### src/hdl/jme_pkg.sv
package jme_pkg;

  localparam int unsigned IN_W  = 40;
  localparam int unsigned OUT_W = 24;

  // register indexes (byte address = 4 * index)
  localparam logic [1:0] REG_HOLD_MS          = 2'd0;
  localparam logic [1:0] REG_CURSOR_PERIOD_MS = 2'd1;
  localparam logic [1:0] REG_SCROLL_PERIOD_MS = 2'd2;

  localparam logic [15:0] HOLD_MS_RST          = 16'd2000;
  localparam logic [7:0]  CURSOR_PERIOD_MS_RST = 8'd8;
  localparam logic [7:0]  SCROLL_PERIOD_MS_RST = 8'd60;

  localparam logic [5:0] MOVE_ACCEL_MAX   = 6'd48;
  localparam logic [5:0] SCROLL_ACCEL_MAX = 6'd36;

  localparam logic [1:0] BTN_NONE  = 2'd0;
  localparam logic [1:0] BTN_LEFT  = 2'd1;
  localparam logic [1:0] BTN_RIGHT = 2'd2;

  typedef struct packed {
    logic [15:0] hold_ms;
    logic [7:0]  cursor_period_ms;
    logic [7:0]  scroll_period_ms;
  } cfg_t;

  // input item, first field in the high bits
  typedef struct packed {
    logic        host_ready;
    logic [31:0] now_ms;
    logic        sym_held;
    logic        fn_alone;
    logic [4:0]  joy_bits;
  } item_t;

  typedef struct packed {
    logic       mouse_mode;
    logic [2:0] wheel_h;
    logic [2:0] wheel_v;
    logic [4:0] move_y;
    logic [4:0] move_x;
    logic [1:0] buttons;
    logic       report_valid;
  } result_t;

  typedef struct packed {
    logic        mode_on;
    logic        hold_active;
    logic [31:0] hold_start;
    logic        hold_done;
    logic [31:0] last_move_time;
    logic [5:0]  move_accel;
    logic [31:0] last_scroll_time;
    logic [5:0]  scroll_accel;
    logic [1:0]  last_buttons;
  } state_t;

  // 1 + accel/6, accel in 0..48
  function automatic logic [3:0] move_speed(input logic [5:0] accel);
    logic [3:0] sp;
    if      (accel >= 6'd48) sp = 4'd9;
    else if (accel >= 6'd42) sp = 4'd8;
    else if (accel >= 6'd36) sp = 4'd7;
    else if (accel >= 6'd30) sp = 4'd6;
    else if (accel >= 6'd24) sp = 4'd5;
    else if (accel >= 6'd18) sp = 4'd4;
    else if (accel >= 6'd12) sp = 4'd3;
    else if (accel >= 6'd6)  sp = 4'd2;
    else                     sp = 4'd1;
    return sp;
  endfunction

  // 1 + accel/12, capped at 3
  function automatic logic [1:0] scroll_step(input logic [5:0] accel);
    logic [1:0] st;
    if      (accel >= 6'd24) st = 2'd3;
    else if (accel >= 6'd12) st = 2'd2;
    else                     st = 2'd1;
    return st;
  endfunction

endpackage

### src/hdl/jme_regs.sv
module jme_regs import jme_pkg::*; (
  input  logic        clk,
  input  logic        rst,
  input  logic        psel,
  input  logic        penable,
  input  logic        pwrite,
  input  logic [3:0]  paddr,
  input  logic [31:0] pwdata,
  output logic [31:0] prdata,
  output logic        pready,
  output cfg_t        cfg
);

  logic [1:0] idx;

  assign idx    = paddr[3:2];
  assign pready = 1'b1;

  always_ff @(posedge clk) begin
    if (rst) begin
      cfg.hold_ms          <= HOLD_MS_RST;
      cfg.cursor_period_ms <= CURSOR_PERIOD_MS_RST;
      cfg.scroll_period_ms <= SCROLL_PERIOD_MS_RST;
    end else if (psel && penable && pwrite && pready) begin
      unique case (idx)
        REG_HOLD_MS:          cfg.hold_ms          <= pwdata[15:0];
        REG_CURSOR_PERIOD_MS: cfg.cursor_period_ms <= pwdata[7:0];
        REG_SCROLL_PERIOD_MS: cfg.scroll_period_ms <= pwdata[7:0];
        default: ;
      endcase
    end
  end

  always_comb begin
    unique case (idx)
      REG_HOLD_MS:          prdata = {16'd0, cfg.hold_ms};
      REG_CURSOR_PERIOD_MS: prdata = {24'd0, cfg.cursor_period_ms};
      REG_SCROLL_PERIOD_MS: prdata = {24'd0, cfg.scroll_period_ms};
      default:              prdata = 32'd0;
    endcase
  end

endmodule

### src/hdl/jme_step.sv
module jme_step import jme_pkg::*; (
  input  item_t   item,
  input  cfg_t    cfg,
  input  state_t  st,
  output state_t  st_next,
  output result_t res
);

  logic       x_pos, x_neg, y_pos, y_neg, moving;
  logic [1:0] btn;
  logic       hold_elapsed, scroll_due, move_due;
  logic [5:0] move_acc_inc, scroll_acc_inc;
  logic [4:0] move_mag;
  logic [2:0] wheel_mag;

  assign x_pos  = item.joy_bits[3] & ~item.joy_bits[2];
  assign x_neg  = item.joy_bits[2] & ~item.joy_bits[3];
  assign y_pos  = item.joy_bits[1] & ~item.joy_bits[0];
  assign y_neg  = item.joy_bits[0] & ~item.joy_bits[1];
  assign moving = x_pos | x_neg | y_pos | y_neg;
  assign btn    = item.joy_bits[4] ? (item.sym_held ? BTN_RIGHT : BTN_LEFT) : BTN_NONE;

  // elapsed times by wrapping unsigned difference
  assign hold_elapsed = (item.now_ms - st.hold_start) >= {16'd0, cfg.hold_ms};
  assign scroll_due   = (item.now_ms - st.last_scroll_time) >= {24'd0, cfg.scroll_period_ms};
  assign move_due     = (item.now_ms - st.last_move_time) >= {24'd0, cfg.cursor_period_ms};

  assign move_acc_inc   = (st.move_accel < MOVE_ACCEL_MAX) ? st.move_accel + 6'd1
                                                           : st.move_accel;
  assign scroll_acc_inc = (st.scroll_accel < SCROLL_ACCEL_MAX) ? st.scroll_accel + 6'd1
                                                               : st.scroll_accel;
  assign move_mag  = {1'b0, move_speed(move_acc_inc)};
  assign wheel_mag = {1'b0, scroll_step(scroll_acc_inc)};

  always_comb begin
    st_next = st;
    res     = '0;

    if (item.fn_alone) begin
      if (!st.hold_active) begin
        st_next.hold_active = 1'b1;
        st_next.hold_start  = item.now_ms;
      end else if (!st.hold_done && hold_elapsed) begin
        st_next.mode_on   = ~st.mode_on;
        st_next.hold_done = 1'b1;
      end
    end else begin
      st_next.hold_active = 1'b0;
      st_next.hold_done   = 1'b0;
    end

    if (st_next.mode_on) begin
      if (item.sym_held) begin
        st_next.move_accel = '0;
        if (moving) begin
          if (scroll_due && item.host_ready) begin
            st_next.last_scroll_time = item.now_ms;
            st_next.scroll_accel     = scroll_acc_inc;
            st_next.last_buttons     = btn;
            res.report_valid = 1'b1;
            res.buttons      = btn;
            // wheel up is positive, so joystick up gives +
            res.wheel_v = y_neg ? wheel_mag : (y_pos ? 3'(-wheel_mag) : 3'd0);
            res.wheel_h = x_pos ? wheel_mag : (x_neg ? 3'(-wheel_mag) : 3'd0);
          end
        end else begin
          st_next.scroll_accel = '0;
          if (btn != st.last_buttons) begin
            // a change offered while the host is busy is dropped
            res.report_valid     = item.host_ready;
            res.buttons          = item.host_ready ? btn : BTN_NONE;
            st_next.last_buttons = btn;
          end
        end
      end else if (move_due && item.host_ready) begin
        st_next.scroll_accel   = '0;
        st_next.last_move_time = item.now_ms;
        if (moving) begin
          st_next.move_accel   = move_acc_inc;
          st_next.last_buttons = btn;
          res.report_valid = 1'b1;
          res.buttons      = btn;
          res.move_x = x_pos ? move_mag : (x_neg ? 5'(-move_mag) : 5'd0);
          res.move_y = y_pos ? move_mag : (y_neg ? 5'(-move_mag) : 5'd0);
        end else begin
          st_next.move_accel = '0;
          if (btn != st.last_buttons) begin
            res.report_valid     = 1'b1;
            res.buttons          = btn;
            st_next.last_buttons = btn;
          end
        end
      end
    end

    res.mouse_mode = st_next.mode_on;
  end

endmodule

### src/hdl/joystick_mouse_emulator_top.sv
// Joystick mouse emulator. Each input item is one polling tick and yields exactly one
// result item. The accepted tick sits in an input register, one combinational pass
// computes the report and the next mode and acceleration state, and both land in
// the result register and the state registers at the same edge. One item per clock
// is sustained while the result side is not stalled; the limit is that single state
// update loop. Back-pressure on the result side stalls the input side only when both
// registers are full. APB registers: hold_ms 0x0, cursor_period_ms 0x4, scroll_period_ms 0x8.
module joystick_mouse_emulator_top import jme_pkg::*; (
  input  logic        clk,
  input  logic        rst,
  input  logic        s_axis_tvalid,
  output logic        s_axis_tready,
  // [4:0] joy_bits, [5] fn_alone, [6] sym_held, [38:7] now_ms, [39] host_ready
  input  logic [39:0] s_axis_tdata,
  output logic        m_axis_tvalid,
  input  logic        m_axis_tready,
  // [0] report_valid, [2:1] buttons, [7:3] move_x, [12:8] move_y,
  // [15:13] wheel_v, [18:16] wheel_h, [19] mouse_mode, [23:20] zero
  output logic [23:0] m_axis_tdata,
  input  logic        psel,
  input  logic        penable,
  input  logic        pwrite,
  input  logic [3:0]  paddr,
  input  logic [31:0] pwdata,
  output logic [31:0] prdata,
  output logic        pready
);

  cfg_t    cfg;
  item_t   in_item;
  logic    in_valid;
  state_t  st, st_next;
  result_t res, out_res;
  logic    advance;

  jme_regs u_regs (
    .clk     (clk),
    .rst     (rst),
    .psel    (psel),
    .penable (penable),
    .pwrite  (pwrite),
    .paddr   (paddr),
    .pwdata  (pwdata),
    .prdata  (prdata),
    .pready  (pready),
    .cfg     (cfg)
  );

  jme_step u_step (
    .item    (in_item),
    .cfg     (cfg),
    .st      (st),
    .st_next (st_next),
    .res     (res)
  );

  assign advance       = ~m_axis_tvalid | m_axis_tready;
  assign s_axis_tready = ~in_valid | advance;

  always_ff @(posedge clk) begin
    if (rst) begin
      in_valid <= 1'b0;
    end else if (s_axis_tready) begin
      in_valid <= s_axis_tvalid;
    end
  end

  always_ff @(posedge clk) begin
    if (s_axis_tvalid && s_axis_tready) begin
      in_item <= item_t'(s_axis_tdata);
    end
  end

  always_ff @(posedge clk) begin
    if (rst) begin
      m_axis_tvalid <= 1'b0;
      st            <= '0;
    end else if (advance) begin
      m_axis_tvalid <= in_valid;
      if (in_valid) begin
        st <= st_next;
      end
    end
  end

  always_ff @(posedge clk) begin
    if (advance && in_valid) begin
      out_res <= res;
    end
  end

  assign m_axis_tdata = OUT_W'(out_res);

  a_quiet_fields_zero: assert property (@(posedge clk) disable iff (rst)
    m_axis_tvalid && !out_res.report_valid |->
      out_res.buttons == BTN_NONE && out_res.move_x == '0 && out_res.move_y == '0 &&
      out_res.wheel_v == '0 && out_res.wheel_h == '0)
    else $error("non-report result carries payload");

  a_mode_needs_fn: assert property (@(posedge clk) disable iff (rst)
    advance && in_valid && !in_item.fn_alone |=> st.mode_on == $past(st.mode_on))
    else $error("mode changed without Fn held");

  a_accel_bounds: assert property (@(posedge clk) disable iff (rst)
    st.move_accel <= MOVE_ACCEL_MAX && st.scroll_accel <= SCROLL_ACCEL_MAX)
    else $error("acceleration out of range");

  a_input_held: assert property (@(posedge clk) disable iff (rst)
    in_valid && !advance |=> in_valid && $stable(in_item))
    else $error("pending input item overwritten");

endmodule

### config.mk
export PLATFORM = sky130hd
export DESIGN_NAME = joystick_mouse_emulator_top
export DESIGN_NICKNAME = d
export VERILOG_FILES = /design/src/hdl/jme_pkg.sv /design/src/hdl/jme_regs.sv /design/src/hdl/jme_step.sv /design/src/hdl/joystick_mouse_emulator_top.sv
export SDC_FILE = /design/constraint.sdc
export NUM_CORES = 1
export LEC_CHECK = 0
export BUFFER_PORTS_ARGS = -buffer_cell sky130_fd_sc_hd__buf_2
export CAP_MARGIN = 10
export CORE_ASPECT_RATIO = 0.8
export CORE_MARGIN = 8
export CORE_UTILIZATION = 50
export CTS_CLUSTER_SIZE = 20
export DETAILED_ROUTE_END_ITERATION = 8
export HOLD_SLACK_MARGIN = 0.05
export PLACE_DENSITY = 0.68
export SYNTH_ARGS = -nofsm -noshare
export SYNTH_HDL_FRONTEND = slang
export SYNTH_HIERARCHICAL = 1
export SYNTH_SLANG_ARGS = --single-unit
### constraint.sdc
create_clock -name clk -period 6.8 [get_ports clk]
set_input_delay 1.36 -clock clk [delete_from_list [all_inputs] [get_ports clk]]
set_output_delay 1.36 -clock clk [all_outputs]
set_load 0.01 [all_outputs]
Yosys cells after proc, flatten, opt, wreduce, memory -nomap -nowiden
Index checks and enable logic that the tools add are counted.

storage, ports and cells
  word-level logic and storage cells = 156
  output and inout bits = 59
  register bits after elaboration = 207
  input bits = 83

cells by class
  equality and inequality tests = 6
  reduce and logical (&&, ||, !) cells = 26
  $add $sub $neg = 7
  magnitude comparators = 15
  bitwise operators = 25
  mux-type cells = 47

operators with widths
  kind                                                                                 count
  32-bit subtractor                                                                    3
  32-bit by 8-bit greater-or-equal comparator with 1-bit output                        2
  16-bit one-hot mux with 3 select lines                                               1
  4-bit two-way mux                                                                    11
  32-bit by 16-bit greater-or-equal comparator with 1-bit output                       1
  8-bit two-way mux                                                                    4
  6-bit two-way mux                                                                    5
  6-bit by 5-bit greater-or-equal comparator with 1-bit output, second input constant  4
  2-bit two-way mux                                                                    12
  6-bit OR reduction                                                                   4
  3-bit two-way mux                                                                    7
  6-bit greater-or-equal comparator, second input constant                             3
  1-bit inverter                                                                       16
  4-bit AND reduction                                                                  4
  6-bit by 1-bit adder with 6-bit output, second input constant                        2
  6-bit by 4-bit greater-or-equal comparator with 1-bit output, second input constant  2
  6-bit less-than comparator, second input constant                                    2
  5-bit AND reduction                                                                  2
  2-bit AND reduction                                                                  4
  1-bit logical AND                                                                    7
  1-bit two-way mux                                                                    7
  6-bit by 3-bit greater-or-equal comparator with 1-bit output, second input constant  1
  6-bit AND reduction                                                                  1
  4-bit negator with 5-bit output                                                      1
  other kinds (12)                                                                     20

Logic depth before layout (Yosys ltp)
  word-level depth = 14
  mapped depth = 26
  depth with buffers taken out = 24

By module
Netlist, hierarchy kept.

modules (own cells, without submodules)
  module                       instances  area an instance (um^2)  sequential area each (um^2)  cells each
  jme_step                     1          9,461.6                  0.0                          1,435
  joystick_mouse_emulator_top  1          6,971.7                  4,103.9                      565
  jme_regs                     1          1,710.4                  640.6                        188

Worst setup path before layout
No wires, ideal clock.

  kind = reg2reg
  start = reg in_item[7] (netlist name)
  end = reg st[51] (netlist name)
  data arrival time = 4,824 ps
  required time = 6,681 ps
  buffers on the path = 2
  setup slack = 1,858 ps
  stages on the path, launching flop included = 24
  cell sequence = edfxtp_1 > inv_1 > ha_1 > inv_1 > fa_1 > a21o_1 > a221o_1 > a211oi_1 > o21ai_0 > xor2_1 > ha_1 > a21o_1 > a21oi_1 > o21ai_0 > nor4b_1 > nand4_1 > nand4bb_1 > o211a_1 > buf_6 > nor3_4 > buf_12 > mux2_4 > nand2b_1 > mux2i_1

on the way
  longest elaborated chain between the ends = 7
  elaborated cells on any way between the ends = 10
  classes of those cells = add/sub (2); order compare (2); mux (3); reduce/logical (3)

RTL lines
  what                                                            line                               source
  from (decl)                                                     joystick_mouse_emulator_top.sv:30  item_t in_item;
  from (signal assigned)                                          joystick_mouse_emulator_top.sv:70  in_item <= item_t'(s_axis_tdata);
  32-bit subtractor                                               jme_step.sv:24                     assign hold_elapsed = (item.now_ms - st.hold_start) >= {16'd0, cfg.hold_ms};
  32-bit by 16-bit greater-or-equal comparator with 1-bit output  jme_step.sv:24
  1-bit logical AND                                               jme_step.sv:43                     end else if (!st.hold_done && hold_elapsed) begin
  1-bit two-way mux                                               jme_step.sv:43
  1-bit two-way mux                                               jme_step.sv:40                     if (!st.hold_active) begin
  1-bit two-way mux                                               jme_step.sv:39                     if (item.fn_alone) begin
  5-bit AND reduction (no source line) *                          n/a

Mark *: on every way between the ends. The rest lies on a longest branch, timed or not.
A chain may end at the register's enable or synchronous reset.

Final worst setup path
  start = reg in_item[7] (netlist name)
  end = reg st[48] (netlist name)

on the way
  longest elaborated chain between the ends = 7
  elaborated cells on any way between the ends = 10
  classes of those cells = add/sub (2); order compare (2); mux (3); reduce/logical (3)

RTL lines
  what                                                            line
  32-bit subtractor                                               jme_step.sv:24
  32-bit by 16-bit greater-or-equal comparator with 1-bit output  jme_step.sv:24
  1-bit logical AND                                               jme_step.sv:43
  1-bit two-way mux                                               jme_step.sv:43
  1-bit two-way mux                                               jme_step.sv:40
  1-bit two-way mux                                               jme_step.sv:39
  5-bit AND reduction (no source line) *                          n/a

Marked as above.

==> flow_summary.ini <==
[power]
ir_drop_uv = 207.6
powerDensity_mw_per_mm2 = 174.0
p_leak_nw = 7.389

[placed_design]
post-place-ws_ns = 0.7539
gp_congestion = 0.9207
postPlaceCellArea_mm2 = 0.01875
dp_hpwl_um = 36730
numPortBuffers = 102

[routing]
vias = 15950
drc = 0
detail_route.wl_per_cell_um = 17.78
post_drt_via_cell_ratio = 5.869
drtAntennaViolNets = 0
drt_iter0_drc = 1336
first_pass_iters = 6
routed_wirelength_um = 48320

[layout]
diodes = 0
fin_area_mm2 = 0.01955
synthToLayoutAreaGrowth_pct = 7.772
fill_cells = 3358
drive_above_1_share = 0.1126
nets = 2435

[setup_path]
cp.arrival_ns = 6.49
cp_num_buf_inv = 3
cp_cell_sequence = inv_1 -> ha_1 -> inv_1 -> fa_1 -> a21o_1 -> a221o_1 -> a211oi_1 -> o21ai_0 -> xor2_1 -> ha_1 -> a21o_1 -> a21oi_1 -> o21ai_0 -> nor4b_1 -> nand4_1 -> nand4bb_1 -> o211a_1 -> nor3_4 -> buf_12 -> mux2_2 -> nand2b_1 -> mux2i_1
worst_path_largest_cell_delay_ns = 0.50
cp.required_ns = 7.19
cp-end-kind = register
crit_type = reg -> reg
crit_fanout = 25
crit_family = compound AO/OA/AOI/OAI gates
cp-start-kind = register
critPathSlowestCell = a211oi_1

[synthesis]
yosysMostFrequentCell = nand2b_1
synth_edf_count = 60
synth.area.top_cells = dfxtp_1, edfxtp_1, nand2b_1
ys_seq_area_frac = 0.2615
yosys.area.top_type_share = 0.1622
synth_flop_cell = dfxtp_1
netlist_top_cells_count = nand2b_1, nand2_1, mux2i_1
synth_seq_cells = 207
yosysUniqueCellTypes = 94
synth_cells = 2188
ys_warn_count = 6
synth.largest_area_cell = dfxtp_1
async_flop_share = 0
postSynthAreaPerCell_um2 = 8.292
syn_area_mm2 = 0.01814

[global_route]
grt_pass1_vias = 15230
track_usage = 0.2169
grt_max_degree = 171
grt-ovfl-total = 0
grt_pass1_wl_um = 78800
antenna_found_initial = 0

[timing]
relSlewSlack = 0.2133
skew_ns = 0.01922
layout_min_cycle_time_ns = 6.102
drv_slew = 0
timing.setup.tns_ns = 0
max_freq_mhz = 163.9
post-route-period-util = 0.8974
setup_viol = 0
setup_ws_ns = 0.6979
hold_viol = 0
rsz0062_at_grt = no
worst_slew_pin_slew_ns = 1.176

[die]
rows = 62
die-area_mm2 = 0.04268
fp.dieH_um = 186.4
core_area_mm2 = 0.03584
io_pins = 142
initial_core_util = 0.5062
die_w_um = 229.0

[cts]
post_cts_buffers = 0
worstSkewPairLatency_ns = 0.55
clkSinkCount = 207
h-tree-depth = 1
ctsResizeCount = 0
cts_buffer_depth = 3
cts_tree = yes
cts_hold_buffers = 0
clkTransAtPathRegs_ns = 0.06
cts_buffers = 25
cts_root_buffer = clkbuf_16

[flow_run]
maxCapViolations = 0

[run_status]
status = complete, no violations

[worst_hold_path]
min_path_type = reg -> reg
## where the power goes
part | internal (W) | switching, W | total (W)
Sequential | 0.00130 | 0.0000450 | 0.00135
Combinational | 0.000297 | 0.000436 | 0.000733
Clock | 0.000768 | 0.000554 | 0.00132
Total | 0.00237 | 0.00104 | 0.00340
## state kept, by name, indices dropped and copies added (netlist names)
signal,cells
st,113
in_item,40
u_regs/cfg,32
m_axis_tdata,20
in_valid,1
m_axis_tvalid,1
## worst paths after layout
kind         slack [ns]  depth (start not counted)             endpoint            startpoint
min reg2reg        0.47                          2  st[87]$_SDFFE_PP0P_   st[87]$_SDFFE_PP0P_
max                0.70                         22  st[48]$_SDFFE_PP0P_  in_item[7]$_DFFE_PP_
max reg2reg        0.70                         22  st[48]$_SDFFE_PP0P_  in_item[7]$_DFFE_PP_
min                0.47                          2  st[87]$_SDFFE_PP0P_   st[87]$_SDFFE_PP0P_
## worst register-to-register path, cell delays in order, from the launching register on
cell       delay, ns
edfxtp_1        0.47
inv_1           0.20
ha_1            0.22
inv_1           0.06
fa_1            0.40
a21o_1          0.21
a221o_1         0.43
a211oi_1        0.50
o21ai_0         0.20
xor2_1          0.17
ha_1            0.29
a21o_1          0.18
a21oi_1         0.22
o21ai_0         0.12
nor4b_1         0.30
nand4_1         0.21
nand4bb_1       0.23
o211a_1         0.22
nor3_4          0.48
buf_12          0.29
mux2_2          0.39
nand2b_1        0.07
mux2i_1         0.08
## per-layer routing
metal  GRT usage  routed length (um)  vias to the layer above
met3     0.02759                2600                       83
li1            -                   -                     7817
met1      0.3131               23500                     7575
met5           0                   0                        -
met2      0.3405               21140                      478
met4     0.04972                1083                        0
## metrics by stage
| stage | std cells | utilization | hold WS [ns] | total power (W) |
|---|---|---|---|---|
| after global placement | 2672 | 0.5231 | 0.4580 | 0.002081 |
| after CTS | 2718 | 0.5456 | 0.4748 | 0.003430 |
| after global routing | 2718 | 0.5456 | 0.4944 | 0.003564 |
| after floorplan | 2206 | - | 0.4475 | 0.001914 |
| final | 2718 | 0.5456 | 0.4721 | 0.003403 |
| after detailed placement | 2672 | 0.5231 | 0.4635 | 0.002094 |
## area by class of cell
type	instances	area (um2)	share of cell area
sequential	207	4745	0.2426
timing repair buffer	117	666.9	0.03411
tap	480	600.6	0.03071
clock buffer	32	703.2	0.03596
clock inverter	14	102.6	0.005247
inverter	150	563.0	0.02879
multi-input combinational	1718	12170	0.6225
## cells in the final DEF, fill, tap and decap left out, drive strengths merged, types with 17 or more instances in the layout
cell and count:
xnor2 36, nand2b 271, nand2 164, a211oi 19, nand3 36, a21o 33
o21ai 125, ha 130, and3 22, clkbuf 32, o211ai 25, a31oi 17
inv 152, dfxtp 147, edfxtp 60, mux2 68, nor3 39, nor2b 17
xor2 24, a21oi 138, nand4 30, buf 117, nor2 114, conb 21
mux2i 159
## cell families (layout without fill, tap and decap cells)
group / count (synthesis) / after routing / synth area share
AO/OA/AOI/OAI: 506 / 506 / 0.1793
XOR/XNOR: 60 / 60 / 0.02896
adder cells (fa/ha/maj): 133 / 133 / 0.09296
buffers and inverters: 281 / 313 / 0.07275
flip-flops: 207 / 207 / 0.2615
multiplexers: 227 / 227 / 0.1353
other: 3 / 21 / 0.0006206
AND/OR/NAND/NOR: 771 / 771 / 0.2286
(Power assumes the default switching activity.)
